File: src/sv/fca_pkg.sv
// ----------------------------------------------------------------------------
// fca_pkg
// Shared constants for the allocation table chain block: sizes, request codes
// and table entry markers.
// ----------------------------------------------------------------------------
package fca_pkg;

  localparam int TABLE_ENTRIES_DEF = 256;
  localparam int MAX_CHAIN_DEF     = 64;

  localparam int BLK_W = 8;   // block number and table entry width
  localparam int CNT_W = 7;   // num_blocks width

  localparam logic [BLK_W-1:0] FDB_RESET      = 8'd27;
  localparam logic [BLK_W-1:0] MIN_DATA_BLOCK = 8'd2;
  localparam logic [BLK_W-1:0] FREE_ENTRY     = 8'd0;
  localparam logic [BLK_W-1:0] END_MARK       = 8'd1;

  localparam logic [1:0] FUNC_ALLOC  = 2'd0;
  localparam logic [1:0] FUNC_READ   = 2'd1;
  localparam logic [1:0] FUNC_DELETE = 2'd2;

endpackage

File: src/sv/fca_ram.sv
// ----------------------------------------------------------------------------
// fca_ram
// Simple dual-port RAM: one write port, one read port with registered data.
// ----------------------------------------------------------------------------
module fca_ram #(
  parameter int WIDTH = 8,
  parameter int DEPTH = 256,
  parameter int AW    = (DEPTH > 1) ? $clog2(DEPTH) : 1
) (
  input  logic             clk,
  input  logic             we,
  input  logic [AW-1:0]    waddr,
  input  logic [WIDTH-1:0] wdata,
  input  logic [AW-1:0]    raddr,
  output logic [WIDTH-1:0] rdata
);

  logic [WIDTH-1:0] mem [DEPTH];

  always_ff @(posedge clk) begin
    if (we) begin
      mem[waddr] <= wdata;
    end
    rdata <= mem[raddr];
  end

endmodule

File: src/sv/fat_chain_allocator.sv
// ----------------------------------------------------------------------------
// fat_chain_allocator
// File allocation table with allocate, read and delete of block chains.
// ----------------------------------------------------------------------------
// Usage:
//   Input channel (in_valid/in_stall) carries func, head_blk, num_blocks.
//   in_stall is high while a request is in progress; one request at a time.
//   Output channel (out_valid/out_stall) carries block, last, ok, one item per
//   block in chain order, last set on the final item of a request.
//   Allocate: one table read per cycle scans upward from first_data_block
//   (never below block 2), then each item passes through the chain buffer
//   (states ERD, ELD), and a final table write places the end marker.
//   A failed allocation gives a single item (block 0, last 1, ok 0).
//   Read and delete: the walk follows the chain (table read feeds the next
//   address), then items go through the chain buffer. Delete clears entries
//   as items are issued. Unknown func or zero num_blocks is taken and dropped
//   with no items. The output register lets a request start while the
//   previous last item still waits; a stalled receiver holds the item and
//   pauses the sequencer. Reset clears every table entry (per-entry valid
//   bits) and sets first_data_block to 27. cfg_wr_en writes it; the user
//   must write it only while idle, and the block does not enforce that.
// ----------------------------------------------------------------------------
module fat_chain_allocator
  import fca_pkg::*;
#(
  parameter int TABLE_ENTRIES = TABLE_ENTRIES_DEF,
  parameter int MAX_CHAIN     = MAX_CHAIN_DEF
) (
  input  logic             clk,
  input  logic             rst,
  input  logic             cfg_wr_en,
  input  logic [BLK_W-1:0] cfg_wr_data,
  input  logic             in_valid,
  output logic             in_stall,
  input  logic [1:0]       func,
  input  logic [BLK_W-1:0] head_blk,
  input  logic [CNT_W-1:0] num_blocks,
  output logic             out_valid,
  input  logic             out_stall,
  output logic [BLK_W-1:0] block,
  output logic             last,
  output logic             ok
);

  localparam int TAW = $clog2(TABLE_ENTRIES);
  localparam int CW  = (MAX_CHAIN > 1) ? $clog2(MAX_CHAIN) : 1;
  localparam logic [BLK_W:0]   TE_LIM  = (BLK_W + 1)'(TABLE_ENTRIES);
  localparam logic [CNT_W-1:0] CNT_MAX = CNT_W'(MAX_CHAIN);

  typedef enum logic [6:0] {
    S_IDLE = 7'b0000001,
    S_SCAN = 7'b0000010,
    S_WALK = 7'b0000100,
    S_ERD  = 7'b0001000,
    S_ELD  = 7'b0010000,
    S_FIN  = 7'b0100000,
    S_FAIL = 7'b1000000
  } state_t;

  state_t state, state_next;

  logic [BLK_W-1:0] fdb;
  logic [1:0]       func_q, func_q_next;
  logic [CNT_W-1:0] cnt, cnt_next;
  logic [CNT_W-1:0] idx, idx_next;
  logic [BLK_W:0]   scan_idx, scan_idx_next;
  logic             p_valid, p_valid_next;
  logic [BLK_W:0]   p_idx, p_idx_next;
  logic [BLK_W-1:0] start_q, start_q_next;
  logic [BLK_W-1:0] prev, prev_next;

  logic [TABLE_ENTRIES-1:0] tv;
  logic             tv_rd, tv_rd_next;

  logic             out_valid_next;
  logic [BLK_W-1:0] block_next;
  logic             last_next, ok_next;

  // table RAM
  logic [BLK_W:0]   rd_ptr;
  logic             t_wreq, t_we;
  logic [BLK_W:0]   t_waddr;
  logic [BLK_W-1:0] t_wdata, t_rdata, tval;

  // chain buffer
  logic             c_we;
  logic [BLK_W-1:0] c_wdata, c_rdata;

  logic             out_free, in_take, hit, last_v;
  logic [CNT_W-1:0] found_next;
  logic [BLK_W-1:0] cur_val, scan_start;

  assign in_stall = (state != S_IDLE);
  assign in_take  = in_valid && !in_stall;
  assign out_free = !out_valid || !out_stall;
  assign tval     = tv_rd ? t_rdata : FREE_ENTRY;
  assign t_we     = t_wreq && (t_waddr < TE_LIM);
  assign scan_start = (fdb < MIN_DATA_BLOCK) ? MIN_DATA_BLOCK : fdb;

  fca_ram #(.WIDTH(BLK_W), .DEPTH(TABLE_ENTRIES), .AW(TAW)) u_table (
    .clk   (clk),
    .we    (t_we),
    .waddr (t_waddr[TAW-1:0]),
    .wdata (t_wdata),
    .raddr (rd_ptr[TAW-1:0]),
    .rdata (t_rdata)
  );

  fca_ram #(.WIDTH(BLK_W), .DEPTH(MAX_CHAIN), .AW(CW)) u_chain (
    .clk   (clk),
    .we    (c_we),
    .waddr (idx[CW-1:0]),
    .wdata (c_wdata),
    .raddr (idx[CW-1:0]),
    .rdata (c_rdata)
  );

  always_comb begin
    state_next     = state;
    func_q_next    = func_q;
    cnt_next       = cnt;
    idx_next       = idx;
    scan_idx_next  = scan_idx;
    p_valid_next   = 1'b0;
    p_idx_next     = scan_idx;
    start_q_next   = start_q;
    prev_next      = prev;
    rd_ptr         = scan_idx;
    t_wreq         = 1'b0;
    t_waddr        = {1'b0, prev};
    t_wdata        = FREE_ENTRY;
    c_we           = 1'b0;
    c_wdata        = p_idx[BLK_W-1:0];
    out_valid_next = out_valid && out_stall;
    block_next     = block;
    last_next      = last;
    ok_next        = ok;
    hit            = p_valid && (tval == FREE_ENTRY);
    found_next     = idx + CNT_W'(hit);
    cur_val        = (idx == '0) ? start_q : tval;
    last_v         = ((idx + 1'b1) == cnt);

    case (state)
      S_IDLE: begin
        if (in_take && (func <= FUNC_DELETE) && (num_blocks != '0)) begin
          func_q_next   = func;
          cnt_next      = (num_blocks > CNT_MAX) ? CNT_MAX : num_blocks;
          idx_next      = '0;
          start_q_next  = head_blk;
          scan_idx_next = {1'b0, scan_start};
          state_next    = (func == FUNC_ALLOC) ? S_SCAN : S_WALK;
        end
      end
      S_SCAN: begin
        // issue one read per cycle, check the registered data of the previous read
        p_valid_next = (scan_idx < TE_LIM);
        if (scan_idx < TE_LIM) begin
          scan_idx_next = scan_idx + 1'b1;
        end
        if (hit) begin
          c_we     = 1'b1;
          idx_next = found_next;
        end
        if (found_next == cnt) begin
          idx_next   = '0;
          state_next = S_ERD;
        end else if (!p_valid && (scan_idx >= TE_LIM)) begin
          state_next = S_FAIL;
        end
      end
      S_WALK: begin
        // read data of this link is the address of the next one
        rd_ptr   = {1'b0, cur_val};
        c_we     = 1'b1;
        c_wdata  = cur_val;
        idx_next = idx + 1'b1;
        if (last_v) begin
          idx_next   = '0;
          state_next = S_ERD;
        end
      end
      S_ERD: begin
        state_next = S_ELD;
      end
      S_ELD: begin
        if (out_free) begin
          out_valid_next = 1'b1;
          block_next     = c_rdata;
          last_next      = last_v;
          ok_next        = 1'b1;
          if (func_q == FUNC_ALLOC) begin
            // link the previous block to this one
            t_wreq  = (idx != '0);
            t_waddr = {1'b0, prev};
            t_wdata = c_rdata;
          end else if (func_q == FUNC_DELETE) begin
            t_wreq  = 1'b1;
            t_waddr = {1'b0, c_rdata};
            t_wdata = FREE_ENTRY;
          end
          prev_next = c_rdata;
          idx_next  = idx + 1'b1;
          if (last_v) begin
            state_next = (func_q == FUNC_ALLOC) ? S_FIN : S_IDLE;
          end else begin
            state_next = S_ERD;
          end
        end
      end
      S_FIN: begin
        t_wreq     = 1'b1;
        t_waddr    = {1'b0, prev};
        t_wdata    = END_MARK;
        state_next = S_IDLE;
      end
      S_FAIL: begin
        if (out_free) begin
          out_valid_next = 1'b1;
          block_next     = FREE_ENTRY;
          last_next      = 1'b1;
          ok_next        = 1'b0;
          state_next     = S_IDLE;
        end
      end
      default: begin
        state_next = S_IDLE;
      end
    endcase

    tv_rd_next = (rd_ptr < TE_LIM) && tv[rd_ptr[TAW-1:0]];
  end

  always_ff @(posedge clk) begin
    if (rst) begin
      state     <= S_IDLE;
      fdb       <= FDB_RESET;
      tv        <= '0;
      out_valid <= 1'b0;
      p_valid   <= 1'b0;
    end else begin
      state     <= state_next;
      out_valid <= out_valid_next;
      p_valid   <= p_valid_next;
      if (cfg_wr_en) begin
        fdb <= cfg_wr_data;
      end
      if (t_we) begin
        tv[t_waddr[TAW-1:0]] <= 1'b1;
      end
    end
  end

  always_ff @(posedge clk) begin
    func_q   <= func_q_next;
    cnt      <= cnt_next;
    idx      <= idx_next;
    scan_idx <= scan_idx_next;
    p_idx    <= p_idx_next;
    start_q  <= start_q_next;
    prev     <= prev_next;
    tv_rd    <= tv_rd_next;
    block    <= block_next;
    last     <= last_next;
    ok       <= ok_next;
  end

endmodule

File: config.mk
export PLATFORM = sky130hd
export DESIGN_NAME = fat_chain_allocator
export DESIGN_NICKNAME = d
export VERILOG_FILES = /design/src/sv/fca_pkg.sv /design/src/sv/fca_ram.sv /design/src/sv/fat_chain_allocator.sv
export SDC_FILE = /design/constraint.sdc
export NUM_CORES = 2
export LEC_CHECK = 0
export BUFFER_PORTS_ARGS = -buffer_cell sky130_fd_sc_hd__buf_2
export CORE_MARGIN = 4
export CORE_UTILIZATION = 28
export CTS_CLUSTER_DIAMETER = 200
export DETAILED_ROUTE_END_ITERATION = 10
export PLACE_DENSITY = 0.39
export SLEW_MARGIN = 20
export SYNTH_ARGS = -nofsm -noshare
export SYNTH_HDL_FRONTEND = slang
export SYNTH_SLANG_ARGS = --single-unit
File: constraint.sdc
create_clock -name clk -period 6.15 [get_ports clk]
set_clock_uncertainty 0.05 [all_clocks]
set_input_delay 0.3075 -clock clk [delete_from_list [all_inputs] [get_ports clk]]
set_output_delay 0.3075 -clock clk [all_outputs]
set_load 0.01 [all_outputs]
==> run_summary.xml <==
<?xml version="1.0" encoding="UTF-8"?>
<metrics>
  <group name="synthesis">
    <metric name="netlist_area" unit="µm²">116000</metric>
    <metric name="post-synth-top-area-cell" unit="">sky130_fd_sc_hd__edfxtp_1</metric>
    <metric name="synthTopCellsByCount" unit="">sky130_fd_sc_hd__edfxtp_1 (2611), sky130_fd_sc_hd__nand2_1 (2158), sky130_fd_sc_hd__nand3_1 (1383)</metric>
    <metric name="syn-mean-instance-area" unit="µm²">12.4</metric>
    <metric name="syn_nets" unit="">9450</metric>
    <metric name="synth_top_flop_cell" unit="">sky130_fd_sc_hd__edfxtp_1</metric>
    <metric name="ys_seq_elements" unit="">2909</metric>
    <metric name="synthCells" unit="">9415</metric>
    <metric name="asyncSetResetFlopFracSynth" unit="">0</metric>
    <metric name="fraction_of_synthesized_cell_area_taken_by_the_top_area_cell_type" unit="">0.674</metric>
    <metric name="synth.distinct_cells" unit="">80</metric>
    <metric name="sequential_to_total_area_share_from_yosys_stat" unit="">0.725</metric>
    <metric name="synth_most_common_cell" unit="">sky130_fd_sc_hd__edfxtp_1</metric>
    <metric name="synth.area.top_cells" unit="">sky130_fd_sc_hd__edfxtp_1 (67%), sky130_fd_sc_hd__nand2_1 (7.0%), sky130_fd_sc_hd__nand3_1 (5.9%)</metric>
    <metric name="synth_warnings" unit="">0</metric>
    <metric name="synth_enable_flop_cells" unit="">2611</metric>
  </group>
  <group name="routing">
    <metric name="drt_wl_total" unit="mm">425</metric>
    <metric name="postRouteAntennaNets" unit="">0</metric>
    <metric name="vias_per_cell" unit="">5.11</metric>
    <metric name="dr.first_iter.drc_count" unit="">7199</metric>
    <metric name="drc_errors" unit="">0</metric>
    <metric name="post_dr_wirelength_cell" unit="µm">27.9</metric>
    <metric name="first_pass_iters" unit="">6</metric>
    <metric name="via_count" unit="">77917</metric>
  </group>
  <group name="cells_and_area">
    <metric name="fin_nets" unit="">9536</metric>
    <metric name="multi_input_area" unit="µm²">29700</metric>
    <metric name="drive_above_1_share" unit="">0.0982</metric>
    <metric name="nFillCells" unit="">41112</metric>
    <metric name="area_growth_syn_to_layout" unit="%">16.1</metric>
    <metric name="regArea" unit="µm²">84400</metric>
    <metric name="layout.core_utilization" unit="">0.327</metric>
    <metric name="finalNonFillerCells" unit="">15245</metric>
  </group>
  <group name="sta">
    <metric name="hold_ws" unit="ns">0.112</metric>
    <metric name="grt_setup_unrepaired" unit="">no</metric>
    <metric name="tns" unit="ns">0</metric>
    <metric name="hold_viol" unit="">0</metric>
    <metric name="timing_worst_slew_pin_value" unit="ns">1.35</metric>
    <metric name="shortest_period_the_worst_path_allows" unit="ns">5.95</metric>
    <metric name="finish_stage_setup_viols" unit="">0</metric>
    <metric name="drv_slew" unit="">0</metric>
    <metric name="maximum_frequency_from_static_timing_analysis" unit="MHz">168</metric>
    <metric name="slew-limit-headroom" unit="">0.0934</metric>
    <metric name="timing.final.crit_share" unit="">0.967</metric>
  </group>
  <group name="setup_path">
    <metric name="start_kind" unit="">register</metric>
    <metric name="timing.setup.critical_path_class" unit="">register to register</metric>
    <metric name="critPathArrivalTime" unit="ns">6.76</metric>
    <metric name="crit_path_end_kind" unit="">register</metric>
    <metric name="required" unit="ns">6.96</metric>
    <metric name="critical_path_peak_fanout" unit="">75</metric>
  </group>
  <group name="placement">
    <metric name="gp_routability_congestion" unit="">0.825</metric>
    <metric name="hpwl_dp" unit="mm">261</metric>
    <metric name="post-place-cells" unit="">14608</metric>
    <metric name="portBuffers" unit="">41</metric>
  </group>
  <group name="floorplanning">
    <metric name="core_region_area" unit="µm²">414000</metric>
    <metric name="chipWidth" unit="µm">653</metric>
    <metric name="initial_core_utilization" unit="">0.281</metric>
    <metric name="area_of_the_die" unit="µm²">426000</metric>
    <metric name="rows" unit="">236</metric>
    <metric name="pin_count" unit="">42</metric>
    <metric name="die_h" unit="µm">653</metric>
  </group>
  <group name="global_route">
    <metric name="grt_first_pass_wirelength" unit="mm">599</metric>
    <metric name="grt_antenna_before_repair" unit="">16</metric>
    <metric name="grt.overflow.total" unit="">0</metric>
    <metric name="vias_in_the_first_global_route" unit="">75738</metric>
    <metric name="grt_usage" unit="">0.194</metric>
    <metric name="pin_count_of_the_biggest_net_entering_global_routing" unit="">157</metric>
  </group>
  <group name="status">
    <metric name="status" unit="">finished, final reports clean</metric>
  </group>
  <group name="flow_run">
    <metric name="cap_viol_max_count" unit="">0</metric>
  </group>
  <group name="min_path">
    <metric name="timing.hold.worst.class" unit="">input pin to register</metric>
  </group>
  <group name="power_and_ir_drop">
    <metric name="power.ir.vdd_worst" unit="µV">232</metric>
    <metric name="powerDensity" unit="nW/µm²">403</metric>
    <metric name="leakage_power_of_the_design" unit="nW">47.3</metric>
    <metric name="power.total" unit="W">0.0545</metric>
  </group>
  <group name="clocking">
    <metric name="cts_buffers" unit="">330</metric>
    <metric name="ctsHtreeMaxLevel" unit="">5</metric>
    <metric name="root_buffer" unit="">sky130_fd_sc_hd__clkbuf_16</metric>
    <metric name="clk_path_buf_depth" unit="">4</metric>
    <metric name="cts_tree" unit="">built</metric>
    <metric name="cts.sink_count" unit="">2909</metric>
    <metric name="clkSlewWorstSetupHoldPaths" unit="ns">0.06</metric>
    <metric name="clk-insertion-delay-late" unit="ns">0.96</metric>
    <metric name="post_cts.repair.setup_buffers" unit="">0</metric>
  </group>
</metrics>
## cell usage in the layout, fill, tap and decap left out, types with 18 or more instances in the layout
| master | netlist | routed |
|---|---|---|
| sky130_fd_sc_hd__a22o_1 | 29 | 29 |
| sky130_fd_sc_hd__a22oi_1 | 142 | 142 |
| sky130_fd_sc_hd__a32oi_1 | 29 | 29 |
| sky130_fd_sc_hd__nor2_2 | 0 | 23 |
| sky130_fd_sc_hd__buf_2 | 237 | 40 |
| sky130_fd_sc_hd__dlygate4sd3_1 | 0 | 35 |
| sky130_fd_sc_hd__clkbuf_1 | 285 | 87 |
| sky130_fd_sc_hd__a31oi_1 | 51 | 44 |
| sky130_fd_sc_hd__nor3_1 | 71 | 55 |
| sky130_fd_sc_hd__nor2_1 | 747 | 711 |
| sky130_fd_sc_hd__a221oi_1 | 52 | 52 |
| sky130_fd_sc_hd__a21oi_1 | 385 | 383 |
| sky130_fd_sc_hd__clkinv_1 | 1 | 46 |
| sky130_fd_sc_hd__clkbuf_16 | 0 | 342 |
| sky130_fd_sc_hd__bufinv_16 | 0 | 25 |
| sky130_fd_sc_hd__clkinv_2 | 0 | 49 |
| sky130_fd_sc_hd__inv_1 | 22 | 22 |
| sky130_fd_sc_hd__buf_12 | 0 | 55 |
| sky130_fd_sc_hd__o21ai_0 | 89 | 80 |
| sky130_fd_sc_hd__edfxtp_1 | 2611 | 2611 |
| sky130_fd_sc_hd__a211oi_1 | 28 | 28 |
| sky130_fd_sc_hd__mux2i_1 | 212 | 212 |
| sky130_fd_sc_hd__nor4_1 | 19 | 18 |
| sky130_fd_sc_hd__nand3_1 | 1383 | 1382 |
| sky130_fd_sc_hd__dfxtp_1 | 298 | 298 |
| sky130_fd_sc_hd__a311oi_1 | 27 | 27 |
| sky130_fd_sc_hd__nand2_1 | 2158 | 2145 |
| sky130_fd_sc_hd__buf_4 | 34 | 246 |
| sky130_fd_sc_hd__nand4_1 | 99 | 99 |
| sky130_fd_sc_hd__o22ai_1 | 19 | 19 |
## worst paths after layout
check	from	endpoint	slack [ns]	cells after the start
worst min-delay path	head_blk[2]	start_q[2]$_DFFE_PP_	0.11	2
worst max-delay path	idx[1]$_DFFE_PP_	u_table.rdata[6]$_DFF_P_	0.20	15
worst max register to register	idx[1]$_DFFE_PP_	u_table.rdata[6]$_DFF_P_	0.20	15
worst min register to register	tv[110]$_SDFFE_PP0P_	tv[110]$_SDFFE_PP0P_	0.42	2
## worst max-delay path, cell delays in order, from the launching register on
cell,delay (ns)
sky130_fd_sc_hd__edfxtp_1,0.40
sky130_fd_sc_hd__inv_1,0.11
sky130_fd_sc_hd__ha_1,0.19
sky130_fd_sc_hd__or4b_1,0.78
sky130_fd_sc_hd__o211ai_4,0.45
sky130_fd_sc_hd__a31o_4,0.54
sky130_fd_sc_hd__buf_4,0.40
sky130_fd_sc_hd__buf_4,0.77
sky130_fd_sc_hd__nand2_1,0.12
sky130_fd_sc_hd__a31oi_1,0.39
sky130_fd_sc_hd__nand4_1,0.16
sky130_fd_sc_hd__nand3_1,0.12
sky130_fd_sc_hd__o21ai_0,0.11
sky130_fd_sc_hd__buf_4,0.17
sky130_fd_sc_hd__o22ai_1,0.73
sky130_fd_sc_hd__a21o_1,0.21
## metal layers
metal | vias to the layer above | track usage | wire (µm)
met5 | - | 0 | 27
met4 | 4 | 0.0515 | 11100
met3 | 511 | 0.0222 | 21600
met2 | 2392 | 0.318 | 202000
met1 | 40385 | 0.271 | 191000
li1 | 34625 | - | -
## sequential cells by signal, summed over array words and instances (netlist names)
register / flops
idx: 7
u_table.rdata: 8
tv: 256
p_idx: 8
p_valid: 1
fdb: 8
block: 8
u_chain.mem: 512
u_table.mem: 2048
last: 1
ok: 1
prev: 8
cnt: 7
state: 7
start_q: 8
p_idx_next: 9
tv_rd: 1
out_valid: 1
u_chain.rdata: 8
func_q: 2
## power breakdown
part	internal (W)	switching, W
combinational	0.00304	0.00959
clock	0.0115	0.00828
sequential	0.0218	0.000311
total	0.0363	0.0182
## timing repair
item / CTS / global route
endpoints found under the hold margin: 156 / 0
resized for setup: 0 / 1
setup endpoints to repair: 0 / 1
hold buffers: 35 / 0
## area by class of cell
class	instances	area share
diodes	5	0.0000925
clock buffers	445	0.0673
clock inverters	152	0.0115
inverters	24	0.000666
multi-input cells	5855	0.219
flip-flops and latches	2909	0.624
well taps	5474	0.0507
repair buffers	381	0.0263
## kinds of logic after synthesis
kind of cell    synth area share
compound gates            0.0574
simple gates               0.169
mux                       0.0212
flops                      0.725
xor+xnor                 0.00181
fa+ha+maj               0.000537
buf+inv                   0.0251
## through the flow
| step | setup slack, ns | area (µm²) |
|---|---|---|
| after CTS | 0.0460 | 135000 |
| final | 0.202 | 135000 |
| after floorplan | 0.383 | 116000 |
| after global routing | 0.0771 | 135000 |
| after detailed placement | 0.122 | 124000 |
| after global placement | -0.181 | 124000 |
Note: power is estimated with default switching activity, not from simulation.
